File: src/hdl/delimited_frame_classifier_macros.svh
// Assertion macros used by the frame classifier core (dfc_frame_core).
// Needs aclk and aresetn in the scope where a macro is used.
`ifndef DELIMITED_FRAME_CLASSIFIER_MACROS_SVH
`define DELIMITED_FRAME_CLASSIFIER_MACROS_SVH

// Same-cycle implication, disabled while in reset.
`define DFC_ASSERT_NOW(label, ante, cons, msg) \
    label: assert property (@(posedge aclk) disable iff (!aresetn) (ante) |-> (cons)) \
        else $error(msg);

// Next-cycle implication, disabled while in reset.
`define DFC_ASSERT_NEXT(label, ante, cons, msg) \
    label: assert property (@(posedge aclk) disable iff (!aresetn) (ante) |=> (cons)) \
        else $error(msg);

`endif

File: src/hdl/dfc_pkg.sv
// Types and constants of the delimited frame classifier.
// No dependencies; used by every module of the block.
package dfc_pkg;

    localparam int LEN_W   = 6;
    localparam int CNT_W   = 5;
    localparam int BYTE_W  = 8;
    localparam int CMD_W   = 3;
    localparam int ADDR_W  = 5;
    localparam int DATA_W  = 32;
    localparam int IDX_W   = 3;

    // Register indexes (byte address is 4 * index)
    localparam logic [IDX_W-1:0] REG_START    = 3'd0;
    localparam logic [IDX_W-1:0] REG_END      = 3'd1;
    localparam logic [IDX_W-1:0] REG_SPECIAL  = 3'd2;
    localparam logic [IDX_W-1:0] REG_RESET    = 3'd3;
    localparam logic [IDX_W-1:0] REG_CONNECT  = 3'd4;
    localparam logic [IDX_W-1:0] REG_CONTINUE = 3'd5;
    localparam logic [IDX_W-1:0] REG_TRANSEND = 3'd6;
    localparam logic [IDX_W-1:0] REG_CLEAR    = 3'd7;

    // Command codes
    localparam logic [CMD_W-1:0] CMD_NONE     = 3'd0;
    localparam logic [CMD_W-1:0] CMD_RESET    = 3'd1;
    localparam logic [CMD_W-1:0] CMD_CONNECT  = 3'd2;
    localparam logic [CMD_W-1:0] CMD_CONTINUE = 3'd3;
    localparam logic [CMD_W-1:0] CMD_TRANSEND = 3'd4;
    localparam logic [CMD_W-1:0] CMD_CLEAR    = 3'd5;

    typedef struct packed {
        logic [BYTE_W-1:0] start_symbol;
        logic [BYTE_W-1:0] end_symbol;
        logic [BYTE_W-1:0] special_symbol;
        logic [BYTE_W-1:0] reset_count;
        logic [BYTE_W-1:0] connect_count;
        logic [BYTE_W-1:0] continue_count;
        logic [BYTE_W-1:0] transend_count;
        logic [BYTE_W-1:0] clear_count;
    } cfg_t;

    typedef struct packed {
        logic [LEN_W-1:0] frame_length;
        logic             frame_valid;
        logic             all_special;
        logic [CNT_W-1:0] middle_special_count;
        logic [CMD_W-1:0] command_code;
    } result_t;

endpackage

File: src/hdl/dfc_apb_regs.sv
// APB register file of the frame classifier: symbols and repeat counts.
// Depends on dfc_pkg.
module dfc_apb_regs (
    input  logic                       aclk,
    input  logic                       aresetn,
    input  logic                       psel,
    input  logic                       penable,
    input  logic                       pwrite,
    input  logic [dfc_pkg::ADDR_W-1:0] paddr,
    input  logic [dfc_pkg::DATA_W-1:0] pwdata,
    output logic [dfc_pkg::DATA_W-1:0] prdata,
    output logic                       pready,
    output dfc_pkg::cfg_t              cfg
);

    dfc_pkg::cfg_t              cfg_reg;
    dfc_pkg::cfg_t              cfg_next;
    logic [dfc_pkg::IDX_W-1:0]  idx;
    logic [dfc_pkg::BYTE_W-1:0] wbyte;
    logic [dfc_pkg::BYTE_W-1:0] rbyte;
    logic                       wr_en;

    assign pready = 1'b1;
    assign idx    = paddr[dfc_pkg::ADDR_W-1:2];
    assign wbyte  = pwdata[dfc_pkg::BYTE_W-1:0];
    assign wr_en  = psel && penable && pwrite && pready;

    always_comb begin
        cfg_next = cfg_reg;
        if (wr_en) begin
            case (idx)
                dfc_pkg::REG_START:    cfg_next.start_symbol   = wbyte;
                dfc_pkg::REG_END:      cfg_next.end_symbol     = wbyte;
                dfc_pkg::REG_SPECIAL:  cfg_next.special_symbol = wbyte;
                dfc_pkg::REG_RESET:    cfg_next.reset_count    = wbyte;
                dfc_pkg::REG_CONNECT:  cfg_next.connect_count  = wbyte;
                dfc_pkg::REG_CONTINUE: cfg_next.continue_count = wbyte;
                dfc_pkg::REG_TRANSEND: cfg_next.transend_count = wbyte;
                dfc_pkg::REG_CLEAR:    cfg_next.clear_count    = wbyte;
                default:               cfg_next = cfg_reg;
            endcase
        end
    end

    always_comb begin
        case (idx)
            dfc_pkg::REG_START:    rbyte = cfg_reg.start_symbol;
            dfc_pkg::REG_END:      rbyte = cfg_reg.end_symbol;
            dfc_pkg::REG_SPECIAL:  rbyte = cfg_reg.special_symbol;
            dfc_pkg::REG_RESET:    rbyte = cfg_reg.reset_count;
            dfc_pkg::REG_CONNECT:  rbyte = cfg_reg.connect_count;
            dfc_pkg::REG_CONTINUE: rbyte = cfg_reg.continue_count;
            dfc_pkg::REG_TRANSEND: rbyte = cfg_reg.transend_count;
            dfc_pkg::REG_CLEAR:    rbyte = cfg_reg.clear_count;
            default:               rbyte = '0;
        endcase
    end

    assign prdata = {{(dfc_pkg::DATA_W-dfc_pkg::BYTE_W){1'b0}}, rbyte};
    assign cfg    = cfg_reg;

    always_ff @(posedge aclk) begin
        if (!aresetn) begin
            cfg_reg.start_symbol   <= 8'd2;
            cfg_reg.end_symbol     <= 8'd3;
            cfg_reg.special_symbol <= 8'd42;
            cfg_reg.reset_count    <= 8'd8;
            cfg_reg.connect_count  <= 8'd3;
            cfg_reg.continue_count <= 8'd1;
            cfg_reg.transend_count <= 8'd2;
            cfg_reg.clear_count    <= 8'd5;
        end else begin
            cfg_reg <= cfg_next;
        end
    end

endmodule

File: src/hdl/dfc_frame_core.sv
// Input beat register, running frame state and per-byte classification.
// Depends on dfc_pkg and delimited_frame_classifier_macros.svh.
`include "delimited_frame_classifier_macros.svh"

module dfc_frame_core #(
    parameter int MAX_FRAME = 32
) (
    input  logic                       aclk,
    input  logic                       aresetn,
    input  dfc_pkg::cfg_t              cfg,
    input  logic                       s_valid,
    output logic                       s_ready,
    input  logic [dfc_pkg::BYTE_W-1:0] s_rx_byte,
    input  logic                       out_free,
    output logic                       res_load,
    output dfc_pkg::result_t           res
);

    localparam logic [dfc_pkg::LEN_W-1:0] MAX_LEN = dfc_pkg::LEN_W'(MAX_FRAME);
    localparam logic [dfc_pkg::LEN_W-1:0] TOP_LEN = dfc_pkg::LEN_W'(MAX_FRAME + 1);

    logic                       in_valid_reg;
    logic [dfc_pkg::BYTE_W-1:0] byte_reg;

    logic [dfc_pkg::LEN_W-1:0]  frame_len_reg, frame_len_next;
    logic                       first_start_reg, first_start_next;
    logic                       all_special_reg, all_special_next;
    logic [dfc_pkg::LEN_W-1:0]  run_count_reg, run_count_next;

    logic                       restart, is_end, is_start, move;
    logic [dfc_pkg::LEN_W-1:0]  pos, len, run_cur;
    logic                       all_cur, first_cur;
    logic [dfc_pkg::BYTE_W-1:0] run_ext;
    logic [dfc_pkg::CMD_W-1:0]  cmd;

    assign is_start = (byte_reg == cfg.start_symbol);
    assign is_end   = (byte_reg == cfg.end_symbol);
    assign restart  = is_start || (frame_len_reg > MAX_LEN);
    assign pos      = restart ? '0 : frame_len_reg;
    assign all_cur  = restart ? 1'b1 : all_special_reg;
    assign run_cur  = restart ? '0 : run_count_reg;
    assign first_cur = (pos == '0) ? is_start : first_start_reg;
    assign len      = pos + dfc_pkg::LEN_W'(1);
    assign run_ext  = {{(dfc_pkg::BYTE_W-dfc_pkg::LEN_W){1'b0}}, run_cur};

    // first matching count wins
    always_comb begin
        if (!all_cur)                         cmd = dfc_pkg::CMD_NONE;
        else if (run_ext == cfg.reset_count)    cmd = dfc_pkg::CMD_RESET;
        else if (run_ext == cfg.connect_count)  cmd = dfc_pkg::CMD_CONNECT;
        else if (run_ext == cfg.continue_count) cmd = dfc_pkg::CMD_CONTINUE;
        else if (run_ext == cfg.transend_count) cmd = dfc_pkg::CMD_TRANSEND;
        else if (run_ext == cfg.clear_count)    cmd = dfc_pkg::CMD_CLEAR;
        else                                    cmd = dfc_pkg::CMD_NONE;
    end

    always_comb begin
        res.frame_length         = len;
        res.frame_valid          = (len > dfc_pkg::LEN_W'(2)) && first_cur;
        res.all_special          = all_cur;
        res.middle_special_count = all_cur ? run_cur[dfc_pkg::CNT_W-1:0] : '0;
        res.command_code         = cmd;
    end

    // a beat without a result never waits for the output slot
    assign move     = in_valid_reg && (!is_end || out_free);
    assign res_load = move && is_end;
    assign s_ready  = !in_valid_reg || move;

    always_comb begin
        frame_len_next   = frame_len_reg;
        first_start_next = first_start_reg;
        all_special_next = all_special_reg;
        run_count_next   = run_count_reg;
        if (move) begin
            frame_len_next   = len;
            first_start_next = first_cur;
            all_special_next = all_cur;
            run_count_next   = run_cur;
            if (pos != '0) begin
                if (all_cur && (byte_reg == cfg.special_symbol)) begin
                    run_count_next = run_cur + dfc_pkg::LEN_W'(1);
                end else begin
                    all_special_next = 1'b0;
                end
            end
        end
    end

    always_ff @(posedge aclk) begin
        if (!aresetn) begin
            in_valid_reg    <= 1'b0;
            frame_len_reg   <= '0;
            first_start_reg <= 1'b0;
            all_special_reg <= 1'b1;
            run_count_reg   <= '0;
        end else begin
            if (s_ready) begin
                in_valid_reg <= s_valid;
            end
            frame_len_reg   <= frame_len_next;
            first_start_reg <= first_start_next;
            all_special_reg <= all_special_next;
            run_count_reg   <= run_count_next;
        end
    end

    always_ff @(posedge aclk) begin
        if (s_ready && s_valid) begin
            byte_reg <= s_rx_byte;
        end
    end

    `DFC_ASSERT_NOW(a_len_bound, 1'b1, frame_len_reg <= TOP_LEN, "frame length past limit")
    `DFC_ASSERT_NOW(a_run_bound, 1'b1, run_count_reg <= frame_len_reg, "run count above length")
    `DFC_ASSERT_NOW(a_valid_len, res_load && res.frame_valid,
        res.frame_length > dfc_pkg::LEN_W'(2), "valid frame too short")
    `DFC_ASSERT_NEXT(a_hold_beat, in_valid_reg && !move,
        in_valid_reg && $stable(byte_reg), "stalled input beat lost")

endmodule

File: src/hdl/dfc_result_reg.sv
// Output register of the result channel.
// Depends on dfc_pkg.
module dfc_result_reg (
    input  logic                       aclk,
    input  logic                       aresetn,
    input  logic                       res_load,
    input  dfc_pkg::result_t           res,
    output logic                       out_free,
    output logic                       m_valid,
    input  logic                       m_ready,
    output logic [dfc_pkg::LEN_W-1:0]  m_frame_length,
    output logic                       m_frame_valid,
    output logic                       m_all_special,
    output logic [dfc_pkg::CNT_W-1:0]  m_middle_special_count,
    output logic [dfc_pkg::CMD_W-1:0]  m_command_code
);

    logic             out_valid_reg;
    dfc_pkg::result_t out_reg;

    assign out_free = !out_valid_reg || m_ready;

    always_ff @(posedge aclk) begin
        if (!aresetn) begin
            out_valid_reg <= 1'b0;
        end else if (out_free) begin
            out_valid_reg <= res_load;
        end
    end

    always_ff @(posedge aclk) begin
        if (res_load) begin
            out_reg <= res;
        end
    end

    assign m_valid                = out_valid_reg;
    assign m_frame_length         = out_reg.frame_length;
    assign m_frame_valid          = out_reg.frame_valid;
    assign m_all_special          = out_reg.all_special;
    assign m_middle_special_count = out_reg.middle_special_count;
    assign m_command_code         = out_reg.command_code;

endmodule

File: src/hdl/delimited_frame_classifier.sv
// Top level of the delimited frame classifier.
// Depends on dfc_pkg, dfc_apb_regs, dfc_frame_core and dfc_result_reg.
//
// Usage:
//   s_ channel: one received byte per beat (s_rx_byte), valid/ready.
//   m_ channel: one result beat for every byte equal to the end symbol:
//     frame length, valid flag, all-special flag, middle count, command.
//     Bytes that are not an end symbol produce no beat.
//   APB port: eight 8-bit registers at byte address 4*i (start, end,
//     special symbols, then reset/connect/continue/transend/clear counts).
//     Write only while no bytes are in flight.
// Timing:
//   An accepted byte lands in the input beat register and is classified
//   against the running frame state; an end byte's result then moves to
//   the output register, and m_valid stays high until it is taken.
//   Throughput is one byte per cycle while no end byte stalls (below).
// Reset: aresetn low (synchronous) loads the register defaults, empties
//   both beat registers and clears the frame state.
// Stall: while m_ready is low the result is held; bytes that produce no
//   result keep flowing, and an end byte waits in the input register,
//   which pulls s_ready low.
module delimited_frame_classifier #(
    parameter int MAX_FRAME = 32
) (
    input  logic                       aclk,
    input  logic                       aresetn,
    input  logic                       psel,
    input  logic                       penable,
    input  logic                       pwrite,
    input  logic [dfc_pkg::ADDR_W-1:0] paddr,
    input  logic [dfc_pkg::DATA_W-1:0] pwdata,
    output logic [dfc_pkg::DATA_W-1:0] prdata,
    output logic                       pready,
    input  logic                       s_valid,
    output logic                       s_ready,
    input  logic [dfc_pkg::BYTE_W-1:0] s_rx_byte,
    output logic                       m_valid,
    input  logic                       m_ready,
    output logic [dfc_pkg::LEN_W-1:0]  m_frame_length,
    output logic                       m_frame_valid,
    output logic                       m_all_special,
    output logic [dfc_pkg::CNT_W-1:0]  m_middle_special_count,
    output logic [dfc_pkg::CMD_W-1:0]  m_command_code
);

    dfc_pkg::cfg_t    cfg;
    dfc_pkg::result_t res;
    logic             res_load;
    logic             out_free;

    // configuration registers
    dfc_apb_regs u_regs (
        .aclk    (aclk),
        .aresetn (aresetn),
        .psel    (psel),
        .penable (penable),
        .pwrite  (pwrite),
        .paddr   (paddr),
        .pwdata  (pwdata),
        .prdata  (prdata),
        .pready  (pready),
        .cfg     (cfg)
    );

    // input beat register plus running frame state
    dfc_frame_core #(
        .MAX_FRAME (MAX_FRAME)
    ) u_core (
        .aclk      (aclk),
        .aresetn   (aresetn),
        .cfg       (cfg),
        .s_valid   (s_valid),
        .s_ready   (s_ready),
        .s_rx_byte (s_rx_byte),
        .out_free  (out_free),
        .res_load  (res_load),
        .res       (res)
    );

    // result beat register
    dfc_result_reg u_out (
        .aclk                   (aclk),
        .aresetn                (aresetn),
        .res_load               (res_load),
        .res                    (res),
        .out_free               (out_free),
        .m_valid                (m_valid),
        .m_ready                (m_ready),
        .m_frame_length         (m_frame_length),
        .m_frame_valid          (m_frame_valid),
        .m_all_special          (m_all_special),
        .m_middle_special_count (m_middle_special_count),
        .m_command_code         (m_command_code)
    );

endmodule
File: config.mk
export PLATFORM = sky130hd
export DESIGN_NAME = delimited_frame_classifier
export DESIGN_NICKNAME = d
export VERILOG_FILES = /design/src/hdl/dfc_pkg.sv /design/src/hdl/dfc_apb_regs.sv /design/src/hdl/dfc_frame_core.sv /design/src/hdl/dfc_result_reg.sv /design/src/hdl/delimited_frame_classifier.sv
export VERILOG_INCLUDE_DIRS = /design/src /design/src/hdl
export SDC_FILE = /design/constraint.sdc
export NUM_CORES = 1
export LEC_CHECK = 0
export BUFFER_PORTS_ARGS = -buffer_cell sky130_fd_sc_hd__clkbuf_2
export CAP_MARGIN = 20
export CORE_MARGIN = 2
export CORE_UTILIZATION = 55
export DETAILED_ROUTE_END_ITERATION = 8
export PLACE_DENSITY_LB_ADDON = 0.2
export SETUP_SLACK_MARGIN = 0.15
export SYNTH_ARGS = -nofsm -noshare
export SYNTH_HDL_FRONTEND = slang
export SYNTH_HIERARCHICAL = 1
export SYNTH_SLANG_ARGS = --single-unit
export TNS_END_PERCENT = 50
File: constraint.sdc
create_clock -name aclk -period 9.8 [get_ports aclk]
set_clock_uncertainty 0.1 [all_clocks]
set_input_delay 0.98 -clock aclk [delete_from_list [all_inputs] [get_ports aclk]]
set_output_delay 0.98 -clock aclk [all_outputs]
set_load 0.01 [all_outputs]
==> impl_summary.txt <==
----------------------------------------------------
[Clocking]
  Clock tree from TritonCTS ... done
  Number of post-CTS setup repair buffers ... 0
  H-tree lvl count ... 3
  Clock transition at the registers of the reported paths ... 0.09 ns
  Count of instances resized after the clock tree is built ... 0
  Hold-fix buffers, CTS ... 0
  Max Buffers Root-to-Sink ... 2
  Clock network latency to the later pin of the worst-skew pair ... 0.38 ns
  Clk root buf ... sky130_fd_sc_hd__clkbuf_8
  TritonCTS Buffers ... 9
  Clock sink count ... 104

[Global route]
  Largest net degree at the start of global routing ... 83
  Overflow left after global routing ... 0
  Vias in the first global route ... 4566
  Antenna violations before repair ... 0
  Overall fraction of global-route tracks in use ... 26.03%
  Wire length of the first global-routing pass ... 23600 um

[Power]
  Reported leakage power ... 0.002272 uW
  Power density over cell area ... 130.3 nW/um2
  Switching share of total power ... 25.30%
  Worst VDD drop ... 0.06473 mV
  Combinational Power Share ... 9.3%
  Part of the total power dissipated in sequential elements ... 54.7%
  Clock Power Share ... 36.0%
  Internal power contribution ... 615.2 uW
  Net Switching ... 208.4 uW
  Power consumption ... 823.6 uW

[Worst setup path]
  Largest stage delay, worst path ... 0.58 ns
  Worst R2R Path Depth ... 8
  R2r endpoint ... u_out/m_command_code[2]$_DFFE_PP_
  Critical path start-end classification ... primary input to output pin
  Arrival time at the worst endpoint ... 2.81 ns
  Slowest library cell on the worst path ... sky130_fd_sc_hd__nor2b_1
  R2r startpoint ... u_core/frame_len_reg[3]$_SDFFE_PN0P_
  Element type at the critical path end ... output pin
  Crit path top cell by count ... sky130_fd_sc_hd__clkbuf_2
  Largest driver fanout on the critical path ... 30
  Required time reported for the critical path endpoint ... 8.72 ns
  Crit-path cells ... clkbuf_2 > nor2b_1 > a22o_1 > a32oi_1 > a21oi_1 > clkbuf_2
  Startpoint class of the critical path ... primary input
  Setup slack, reg-to-reg ... 6.09 ns

[Synthesis]
  Post-synthesis sequential area ratio ... 38.85%
  Count of unique library cells instantiated by Yosys ... 62
  Xor/xnor cell area share of the yosys netlist ... 6.887%
  Compound-gate portion of the synthesized area ... 19.57%
  Count leader, synth ... sky130_fd_sc_hd__nand2_1
  Ranking of synthesized cells by area ... sky130_fd_sc_hd__dfxtp_1 27%, sky130_fd_sc_hd__edfxtp_1 12%, sky130_fd_sc_hd__xnor2_1 6.0%
  Adder and majority cell fraction of the synthesized area ... 0.8373%
  Commonest cells post-synth ... 83 x sky130_fd_sc_hd__nand2_1, 80 x sky130_fd_sc_hd__dfxtp_1, 62 x sky130_fd_sc_hd__o21ai_0
  Mapped Area ... 5977 um2
  Post-synthesis simple-gate area fraction ... 20.83%
  Count of state elements after synthesis ... 104
  Biggest area consumer among synthesized cells ... sky130_fd_sc_hd__dfxtp_1
  Top_reg_cell synth ... sky130_fd_sc_hd__dfxtp_1
  Mean instance size in the synthesized netlist ... 8.675 um2
  Gate Count Post-Synth ... 689
  Fraction of synthesis flops using an asynchronous set or reset pin ... 0%
  Top-area cell type share of the netlist area ... 26.80%
  Mux share of post-synthesis cell area ... 4.878%
  Number of synthesized flops with an enable pin ... 24
  Ys Warns ... 6
  Main combinational cell family by area after synthesis ... simple AND/OR/NAND/NOR gates

[Timing]
  Worst Slack Setup Final ... 5.906 ns
  Setup repair after global routing missed its margin ... false
  Headroom to the max-slew limit ... 37.96%
  Setup violations, final ... 0
  Top achievable clock speed ... 256.8 MHz
  Final Critical Period ... 3.894 ns
  Final cycle utilization of the critical path ... 39.74%
  Transition at the pin with the smallest max-transition slack ... 0.9256 ns
  Final hold slack ... 0.3896 ns
  Number of failing hold endpoints at the final stage ... 0
  Number of max-slew violations in the final report ... 0
  Setup total negative slack ... 0 ns

[Cells and area]
  Number of filler cells placed in the layout ... 962
  Non-filler instance count after layout ... 845
  Number of antenna diodes ... 0
  Count of nets after finishing ... 756
  Number of flip-flops in the largest register ... 64
  Register Area ... 2322 um2
  Combined area of the multi-input logic cells ... 3267 um2
  Area growth from synthesis to layout ... 5.757%
  Fraction of final layout cells sized beyond drive strength 1 ... 11.77%

[Route]
  Number of design-rule violations left by the first detailed-router iteration ... 453
  Routed wirelength normalized by instance count ... 17.79 um
  Via count ... 5053
  Residual antenna-violating net count after detailed routing ... 0
  Final wirelength ... 15030 um
  Residual DRC count ... 0
  Number of iterations in the first detailed-routing pass ... 5
  Via density per instance ... 5.980

[Place]
  Half-perimeter wire length after placement ... 10630 um
  Total placed cells including tap cells ... 829
  Setup Slack @ Placement ... 5.989 ns
  Total of buffers placed on input and output ports ... 51
  Routability Congestion ... 0.9042

[Die]
  Num ports ... 103
  Overall die height ... 108.2 um
  Core Area ... 10700 um2
  # rows ... 38
  Width of the die ... 108.2 um
  Starting density of the core ... 55.87%
  Floorplan die area ... 11720 um2

[Hold path]
  Worst Min Path Start ... u_core/first_start_reg$_SDFFE_PN0P_
  Hold depth ... 2
  Type of the most critical hold path ... register to register
  Worst Hold Endpoint ... u_core/first_start_reg$_SDFFE_PN0P_

[Outcome]
  Run status ... completed

[Run]
  Max-cap viol count ... 0

----------------------------------------------------
[kinds of logic (layout without fill, tap and decap cells)]
family / after synthesis / after routing
simple gates: 239 / 239
compound gates: 171 / 171
flops: 104 / 104
buf+inv: 93 / 86
xor+xnor: 47 / 47
mux: 29 / 29
fa+ha+maj: 4 / 4
other cells: 2 / 25
[power groups by stage]
stage / Combinational [uW] / Clock [uW] / Sequential (uW)
6_report: 76.4 / 296 / 451
5_1_grt: 83.0 / 318 / 452
4_1_cts: 75.1 / 301 / 451
3_5_place_dp: 74.7 / 0 / 461
3_3_place_gp: 73.4 / 0 / 461
2_1_floorplan: 63.3 / 0 / 459
[area by class of cell]
type	instances	area share, %
Inverter	16	0.9501
Timing Repair Buffer	54	4.394
Clock inverter	7	1.504
Clock buffer	9	1.960
Tap cell	140	2.771
Multi-Input combinational cell	515	51.68
Sequential cell	104	36.74
[worst max-delay path, delay by kind of cell]
family	cells	cell delay [ns]
buffers and inverters	2	0.65
and+or+nand+nor	1	0.58
AOI/OAI and AO/OA	3	0.61
[worst max-delay path by stage]
| stage | start | endpoint | slack [ns] | cells past startpoint |
|---|---|---|---|---|
| 6_report | paddr[2] | prdata[5] | 5.91 | 6 |
| 3_5_place_dp | paddr[3] | prdata[5] | 5.99 | 6 |
| 2_1_floorplan | m_ready | u_out/m_all_special$_DFFE_PP_ | 6.13 | 6 |
| 5_1_grt | paddr[3] | prdata[2] | 5.81 | 6 |
| 4_1_cts | paddr[3] | prdata[5] | 5.98 | 6 |
| 3_3_place_gp | paddr[3] | prdata[5] | 6.01 | 6 |
[metrics by stage]
step	cell area, um2	utilization (%)
finish	6321	59.09
global route	6321	59.09
CTS	6321	59.09
detailed placement	6102	57.04
global placement	6102	57.04
floorplan	6063	-
[metal layers]
layer  wire length [um]  GRT usage, %  up-vias
li1                   -             -     2395
met1               6522         35.48     2426
met2               7259         42.05      198
met3                970         4.882       34
met4                279         7.875        0
met5                  0             0        -
[cell usage in the layout (no fill, tap or decap), types with 3 or more instances in the layout]
master | Yosys | layout
sky130_fd_sc_hd__nand2b_1 | 11 | 11
sky130_fd_sc_hd__conb_1 | 2 | 25
sky130_fd_sc_hd__nor2b_1 | 28 | 28
sky130_fd_sc_hd__nand2_1 | 83 | 83
sky130_fd_sc_hd__and2_1 | 5 | 5
sky130_fd_sc_hd__edfxtp_1 | 24 | 24
sky130_fd_sc_hd__o32a_1 | 4 | 4
sky130_fd_sc_hd__nor4bb_1 | 5 | 5
sky130_fd_sc_hd__xor2_1 | 6 | 6
sky130_fd_sc_hd__clkbuf_2 | 0 | 51
sky130_fd_sc_hd__a22o_1 | 6 | 6
sky130_fd_sc_hd__inv_1 | 16 | 16
sky130_fd_sc_hd__a221oi_1 | 11 | 11
sky130_fd_sc_hd__or3_1 | 6 | 6
sky130_fd_sc_hd__clkbuf_8 | 0 | 9
sky130_fd_sc_hd__xnor2_1 | 41 | 41
sky130_fd_sc_hd__ha_1 | 4 | 4
sky130_fd_sc_hd__nor3_1 | 4 | 4
sky130_fd_sc_hd__a21oi_1 | 7 | 7
sky130_fd_sc_hd__a211oi_1 | 4 | 4
sky130_fd_sc_hd__nand3b_1 | 3 | 3
sky130_fd_sc_hd__o21ai_0 | 62 | 62
sky130_fd_sc_hd__buf_4 | 28 | 3
sky130_fd_sc_hd__a31oi_1 | 7 | 7
sky130_fd_sc_hd__o211ai_1 | 5 | 5
sky130_fd_sc_hd__a21boi_0 | 40 | 40
sky130_fd_sc_hd__dfxtp_1 | 80 | 80
sky130_fd_sc_hd__o32ai_1 | 4 | 4
sky130_fd_sc_hd__a22oi_1 | 5 | 5
sky130_fd_sc_hd__nor2_1 | 36 | 36
sky130_fd_sc_hd__nand4_1 | 12 | 12
sky130_fd_sc_hd__and3_1 | 8 | 8
sky130_fd_sc_hd__nand3_1 | 24 | 24
sky130_fd_sc_hd__mux2i_1 | 28 | 28
(Power assumes the default switching activity.)
